File: config.mk
export PLATFORM = sky130hd
export DESIGN_NAME = best_fit_partition_allocator
export DESIGN_NICKNAME = d
export VERILOG_FILES = /design/src/sv/bfpa_pkg.sv /design/src/sv/best_fit_partition_allocator.sv
export VERILOG_INCLUDE_DIRS = /design/src /design/src/sv
export SDC_FILE = /design/constraint.sdc
export NUM_CORES = 1
export LEC_CHECK = 0
export BUFFER_PORTS_ARGS = -buffer_cell sky130_fd_sc_hd__buf_2
export CORE_MARGIN = 1
export CORE_UTILIZATION = 61
export CTS_CLUSTER_SIZE = 40
export DETAILED_ROUTE_END_ITERATION = 10
export GPL_ROUTABILITY_DRIVEN = 0
export PLACE_DENSITY = 0.81
export SLEW_MARGIN = 20
export SYNTH_ARGS = -nofsm -noshare
export SYNTH_HDL_FRONTEND = slang
export SYNTH_SLANG_ARGS = --single-unit
File: constraint.sdc
create_clock -name clk -period 4.9 [get_ports clk]
set_input_delay 0.49 -clock clk [delete_from_list [all_inputs] [get_ports clk]]
set_output_delay 0.49 -clock clk [all_outputs]
set_load 0.1 [all_outputs]
File: src/sv/best_fit_partition_allocator_assert.svh
// assertion macros for the best-fit partition allocator
// used by best_fit_partition_allocator.sv, expects clk and rst_n in scope
`ifndef BEST_FIT_PARTITION_ALLOCATOR_ASSERT_SVH
`define BEST_FIT_PARTITION_ALLOCATOR_ASSERT_SVH
`ifndef NO_ASSERTIONS
`define BFPA_ASSERT(lbl, prop, msg) \
  lbl: assert property (@(posedge clk) disable iff (!rst_n) prop) else $error(msg);
`define BFPA_ASSERT_RST(lbl, prop, msg) \
  lbl: assert property (@(posedge clk) prop) else $error(msg);
`else
`define BFPA_ASSERT(lbl, prop, msg)
`define BFPA_ASSERT_RST(lbl, prop, msg)
`endif
`endif

File: src/sv/bfpa_pkg.sv
// shared constants and operation codes for the best-fit partition allocator
// no dependencies
package bfpa_pkg;

  localparam int MAX_PARTS = 16;
  localparam int SIZE_W    = 16;
  localparam int SLOT_W    = 4;
  localparam int CFG_W     = 5;
  localparam int CNT_W     = $clog2(MAX_PARTS + 1);
  localparam int FUNC_W    = 2;

  localparam logic [FUNC_W-1:0] FUNC_LOAD  = 2'd0;
  localparam logic [FUNC_W-1:0] FUNC_ALLOC = 2'd1;
  localparam logic [FUNC_W-1:0] FUNC_CLEAR = 2'd2;

  typedef logic [SIZE_W-1:0] size_t;
  typedef logic [SLOT_W-1:0] slot_t;
  typedef logic [CNT_W-1:0]  cnt_t;

endpackage

File: src/sv/best_fit_partition_allocator.sv
// Best-fit fixed-partition allocator. Load and clear requests, and the unused
// operation code, give their single all-zero result in the cycle after they are
// taken. An allocate request walks the size table one entry per cycle through
// a single compare unit, over the first min(partitions_in_use, 16) entries;
// the block takes no new request until its result has gone into the output
// register. Ties go to the lowest index.
// depends on bfpa_pkg.sv and best_fit_partition_allocator_assert.svh
module best_fit_partition_allocator (
  input  logic                        clk,
  input  logic                        rst_n,
  input  logic                        cfg_valid,
  output logic                        cfg_ready,
  input  logic [bfpa_pkg::CFG_W-1:0]  cfg_data,
  input  logic                        in_valid,
  output logic                        in_ready,
  input  logic [bfpa_pkg::FUNC_W-1:0] in_func,
  input  logic [bfpa_pkg::SLOT_W-1:0] in_slot,
  input  logic [bfpa_pkg::SIZE_W-1:0] in_amount,
  output logic                        out_valid,
  input  logic                        out_ready,
  output logic                        out_granted,
  output logic [bfpa_pkg::SLOT_W-1:0] out_chosen_slot,
  output logic [bfpa_pkg::SIZE_W-1:0] out_chosen_size
);
  import bfpa_pkg::*;

  localparam logic [1:0] ST_IDLE = 2'd0;
  localparam logic [1:0] ST_SCAN = 2'd1;
  localparam logic [1:0] ST_DONE = 2'd2;

  localparam cnt_t MAX_CNT = CNT_W'(MAX_PARTS);

  logic [1:0]           state_r, state_nxt;
  logic [CFG_W-1:0]     piu_r;
  size_t                size_mem [MAX_PARTS];
  size_t                rd_size_r;
  logic [MAX_PARTS-1:0] occ_r;
  size_t                req_r, req_nxt;
  cnt_t                 cnt_r, cnt_nxt;
  cnt_t                 idx_r, idx_nxt;
  logic                 found_r, found_nxt;
  slot_t                best_r, best_nxt;
  size_t                best_size_r, best_size_nxt;
  logic                 out_valid_r, out_valid_nxt;
  logic                 out_granted_r, out_granted_nxt;
  slot_t                out_slot_r, out_slot_nxt;
  size_t                out_size_r, out_size_nxt;

  logic  out_free;
  logic  in_take;
  slot_t scan_slot;
  slot_t cmp_slot;
  logic  scan_hit;
  cnt_t  cnt_clamped;

  assign cfg_ready = 1'b1;
  assign out_free  = !out_valid_r || out_ready;
  assign in_ready  = (state_r == ST_IDLE) && out_free;
  assign in_take   = in_valid && in_ready;

  assign out_valid       = out_valid_r;
  assign out_granted     = out_granted_r;
  assign out_chosen_slot = out_slot_r;
  assign out_chosen_size = out_size_r;

  assign cnt_clamped = (piu_r > CFG_W'(MAX_PARTS)) ? MAX_CNT : CNT_W'(piu_r);

  // shared compare unit: one table entry per cycle
  // table read is registered, so the compare runs one entry behind the read address
  assign scan_slot = idx_r[SLOT_W-1:0];
  assign cmp_slot  = scan_slot - 1'b1;
  assign scan_hit  = (idx_r != '0) && !occ_r[cmp_slot] && (rd_size_r >= req_r) &&
                     (!found_r || (rd_size_r < best_size_r));

  always_comb begin
    state_nxt       = state_r;
    req_nxt         = req_r;
    cnt_nxt         = cnt_r;
    idx_nxt         = idx_r;
    found_nxt       = found_r;
    best_nxt        = best_r;
    best_size_nxt   = best_size_r;
    out_valid_nxt   = out_valid_r && !out_ready;
    out_granted_nxt = out_granted_r;
    out_slot_nxt    = out_slot_r;
    out_size_nxt    = out_size_r;
    case (state_r)
      ST_IDLE: begin
        if (in_take) begin
          if (in_func == FUNC_ALLOC) begin
            req_nxt   = in_amount;
            cnt_nxt   = cnt_clamped;
            idx_nxt   = '0;
            found_nxt = 1'b0;
            state_nxt = ST_SCAN;
          end else begin
            out_valid_nxt   = 1'b1;
            out_granted_nxt = 1'b0;
            out_slot_nxt    = '0;
            out_size_nxt    = '0;
          end
        end
      end
      ST_SCAN: begin
        if (scan_hit) begin
          found_nxt     = 1'b1;
          best_nxt      = cmp_slot;
          best_size_nxt = rd_size_r;
        end
        if (idx_r == cnt_r) begin
          state_nxt = ST_DONE;
        end else begin
          idx_nxt = idx_r + 1'b1;
        end
      end
      ST_DONE: begin
        if (out_free) begin
          out_valid_nxt   = 1'b1;
          out_granted_nxt = found_r;
          out_slot_nxt    = found_r ? best_r : '0;
          out_size_nxt    = found_r ? best_size_r : '0;
          state_nxt       = ST_IDLE;
        end
      end
      default: begin
        state_nxt = ST_IDLE;
      end
    endcase
  end

  always_ff @(posedge clk) begin
    if (!rst_n) begin
      state_r     <= ST_IDLE;
      piu_r       <= '0;
      occ_r       <= '0;
      out_valid_r <= 1'b0;
      found_r     <= 1'b0;
      idx_r       <= '0;
      cnt_r       <= '0;
    end else begin
      state_r     <= state_nxt;
      out_valid_r <= out_valid_nxt;
      found_r     <= found_nxt;
      idx_r       <= idx_nxt;
      cnt_r       <= cnt_nxt;
      if (cfg_valid && cfg_ready) begin
        piu_r <= cfg_data;
      end
      if (in_take && in_func == FUNC_LOAD) begin
        occ_r[in_slot] <= 1'b0;
      end else if (in_take && in_func == FUNC_CLEAR) begin
        occ_r <= '0;
      end else if (state_r == ST_DONE && out_free && found_r) begin
        occ_r[best_r] <= 1'b1;
      end
    end
  end

  always_ff @(posedge clk) begin
    req_r         <= req_nxt;
    best_r        <= best_nxt;
    best_size_r   <= best_size_nxt;
    out_granted_r <= out_granted_nxt;
    out_slot_r    <= out_slot_nxt;
    out_size_r    <= out_size_nxt;
  end

  // size table, written by load requests, read at the scan address
  always_ff @(posedge clk) begin
    if (in_take && in_func == FUNC_LOAD) begin
      size_mem[in_slot] <= in_amount;
    end
    rd_size_r <= size_mem[scan_slot];
  end

`include "best_fit_partition_allocator_assert.svh"

  `BFPA_ASSERT_RST(a_rst_out_idle, !rst_n |=> !out_valid_r, "result valid right after reset")
  `BFPA_ASSERT(a_scan_bound, (state_r == ST_SCAN) |-> (idx_r <= cnt_r), "scan index past count")
  `BFPA_ASSERT(a_nogrant_zero, (out_valid_r && !out_granted_r) |-> (out_slot_r == '0 && out_size_r == '0), "refused result not zero")
  `BFPA_ASSERT(a_grant_marks, (state_r == ST_DONE && out_free && found_r) |=> occ_r[best_r], "granted partition not marked")

endmodule

==> key figures <==
Pwr
  • PwrDens: 396.8 nW/um^2
  • Reg power frac: 0.525
  • Switching part of the total power: 0.2010
  • Comb pwr share: 0.033
  • Lkg Pwr: 5.526 nW
  • P_int: 5.173 mW
  • VDD IR max: 0.0003122 V
  • Sw power: 1.302 mW
  • Clock share of power: 0.442

Route
  • Aggregate routed wire length: 30620 um
  • # DRC: 0
  • DR iter-0 viols: 848
  • Vias: 7534
  • DR pass1 iterations: 5
  • Routed Antenna Nets: 0
  • Drt wl/cell: 25.71 um
  • Vias per cell: 6.326

Yosys
  • Yosys top cell by area: edfxtp_1
  • Post-synth EDFFs: 313
  • Post-synth top cells: 313 x edfxtp_1, 85 x mux4_2, 51 x dfxtp_1
  • Ranking of synthesized cells by area: edfxtp_1 66%, mux4_2 13%, dfxtp_1 7.1%, ha_1 3.0%, a21oi_1 1.1%
  • Area share of the largest cell type after synthesis: 0.6578
  • Synth Area per Inst: 18.75 um^2
  • Synth Cell Area: 14290 um^2
  • Register area share after synthesis: 0.7292
  • Post-Syn Nets: 828
  • Asr flop ratio synth: 0
  • Top flip-flop cell by instance count after synthesis: edfxtp_1
  • Post-synthesis cell type count: 41
  • Synth Register Bits: 364
  • Cells after Synth: 762
  • Most common cell in the netlist: edfxtp_1
  • Ys Warns: 0

Clocking
  • Sink Count: 364
  • H-tree Lvls: 2
  • Clock Tree Buf Depth: 3
  • PostCTS Resize Cnt: 0
  • Number of post-CTS setup repair buffers: 0
  • CTS clk-pin slew, worst paths: 60 ps
  • Clk Latency, worst-skew pair: 520 ps
  • TritonCTS Buffers: 37
  • CTS Hold Buffers Added: 0
  • CTS tree: yes
  • Root buf cell: clkbuf_16

Critical path
  • Worst Path Required: 5040 ps
  • Critical path peak fanout: 35
  • Worst path most repeated cell: mux4_2
  • Crit path kind: register to register
  • Worst R2R Start: idx_r[0]$_SDFFE_PN0P_
  • Worst reg-to-reg setup slack: 1570 ps
  • CP max-delay cell: and3_1
  • Worst Setup End Kind: register
  • Crit path largest cell delay: 800 ps
  • R2r worst-path depth: 5
  • CP Launch Type: register
  • Worst-path cell chain: buf_4 -> mux4_2 -> mux4_2 -> a221oi_2 -> and3_1
  • Reg-to-reg endpoint: best_r[1]$_DFFE_PP_
  • Critical Path AT: 3470 ps

Floorplanning
  • Starting Density: 0.6273
  • Core Footprint: 22780 um^2
  • Die Y: 155.1 um
  • Die area: 24040 um^2
  • Chip Width: 155.1 um
  • Site Rows: 55
  • Number of top-level pins: 56

Run
  • Max Cap Viol: 0

Global routing
  • Total track usage: 0.2680
  • GRT Residual Overflow: 0
  • First-pass GRT wire length: 46310 um
  • Vias in the first global route: 7785
  • Antenna violations before repair: 2
  • Pin count of the biggest net entering global routing: 70

Timing
  • Highest clock rate: 299.9 MHz
  • Tcrit/Tclk final: 0.6805
  • Minimum clock period: 3334 ps
  • Slew Limit Headroom: 0.2947
  • Max-slew violations: 0
  • Final setup fails: 0
  • Setup TNS: 0 ps
  • Final hold viol count: 0
  • Measured slew at the worst slew-check pin: 1058 ps
  • RSZ-0062 raised after global routing: no
  • Clock skew: 13.44 ps

Layout
  • Core Util, Final: 0.7163
  • Share of layout cells above drive strength 1: 0.2720
  • Fillcell total: 1270
  • Nets@finish: 912
  • Area growth, synth to finish: 14.19%

Min path
  • Hold path startpoint: cfg_data[0]
  • Class of the worst hold path: input port to register
  • Hold path depth: 3
  • Hold worst-path end: piu_r[0]$_SDFFE_PN0P_

Placement
  • Post-DP HPWL: 17660 um
  • Buffers added on ports: 54

Run status
  • Status: complete, no violations
==> routing by layer <==
metal	share of wire	wire [um]	vias up	global-route usage
met5	0	0	-	0
met4	0.046	1413	0	0.1249
met3	0.092	2806	124	0.06128
met2	0.49	15110	404	0.4434
met1	0.37	11290	3816	0.3407
li1	-	-	3190	-
==> cells in the final DEF, fill, tap and decap left out, types with 8 or more instances in the layout <==
cell type	synthesis	final
nor3_1	24	20
nand2_1	15	15
ha_1	34	34
nor2_2	0	8
buf_4	3	21
and2_1	21	21
nor2b_1	16	16
nor2_1	22	13
clkbuf_1	14	8
mux4_2	85	85
buf_2	10	54
edfxtp_1	313	313
clkbuf_16	0	39
dfxtp_1	51	49
inv_1	36	36
a21oi_1	30	30
==> registers in the layout, summed over array words and instances, names as in the netlist, 2 cells and up <==
name	count
out_chosen_size	16
idx_r	5
cnt_r	5
best_r	4
state_r	2
piu_r	5
out_chosen_slot	4
occ_r	16
rd_size_r	16
req_r	16
size_mem	256
best_size_r	16
==> cell type report <==
cell class	instances	area (um^2)	share of cell area
Clock buffer	52	1075	0.06587
Sequential cell	364	10430	0.6390
Antenna cell	3	7.507	0.0004601
Tap cell	313	391.6	0.02400
Multi-Input combinational cell	332	3670	0.2249
Timing Repair Buffer	75	427.9	0.02623
Inverter	36	135.1	0.008282
Clock inverter	16	183.9	0.01127
==> worst max-delay path, delay by kind of cell (launching register included) <==
| kind | cells | cell delay [ps] |
|---|---|---|
| and+or+nand+nor | 1 | 800 |
| DFF | 1 | 350 |
| AOI/OAI and AO/OA | 1 | 220 |
| muxes | 2 | 1070 |
| buffers and inverters | 1 | 510 |
==> power groups by stage <==
stage | combinational [mW] | sequential (mW) | clock [mW]
after global placement | 0.205 | 3.46 | 0
after CTS | 0.216 | 3.40 | 2.90
final | 0.216 | 3.40 | 2.86
after global routing | 0.228 | 3.40 | 3.02
after floorplan | 0.0604 | 3.54 | 0
after detailed placement | 0.214 | 3.46 | 0
==> cells by family (layout without fill, tap and decap cells) <==
kind of cell / Yosys count / in the layout / synth area share
AND/OR/NAND/NOR: 137 / 137 / 0.05245
flip-flops: 364 / 364 / 0.7292
adder cells (fa/ha/maj): 34 / 34 / 0.02977
buffers and inverters: 66 / 179 / 0.01900
multiplexers: 91 / 91 / 0.1382
other: 1 / 4 / 0.0002624
XOR/XNOR: 10 / 10 / 0.006129
AO/OA/AOI/OAI: 59 / 59 / 0.02496
==> worst max-delay path by stage <==
stage,start,slack [ps],cells after the start,to
CTS,idx_r[0]$_SDFFE_PN0P_,1540,5,best_r[1]$_DFFE_PP_
finish,idx_r[0]$_SDFFE_PN0P_,1570,5,best_r[1]$_DFFE_PP_
detailed placement,idx_r[0]$_SDFFE_PN0P_,1590,5,best_size_r[0]$_DFFE_PP_
global placement,idx_r[0]$_SDFFE_PN0P_,1670,5,best_size_r[0]$_DFFE_PP_
floorplan,out_valid$_SDFF_PN0_,1190,4,size_mem[0][0]$_DFFE_PP_
global route,idx_r[0]$_SDFFE_PN0P_,1380,5,best_size_r[4]$_DFFE_PP_
==> through the flow <==
step	cells	setup slack (ps)	power (mW)	cell area, um^2	hold slack (ps)
after detailed placement	1120	1587	3.677	15050	444.9
final	1191	1566	6.475	16320	240.9
after global routing	1188	1378	6.646	16310	251.2
after floorplan	762	1190	3.600	14290	421.5
after CTS	1188	1538	6.518	16310	228.9
after global placement	1120	1666	3.666	15040	451.7
(Power assumes the default switching activity.)
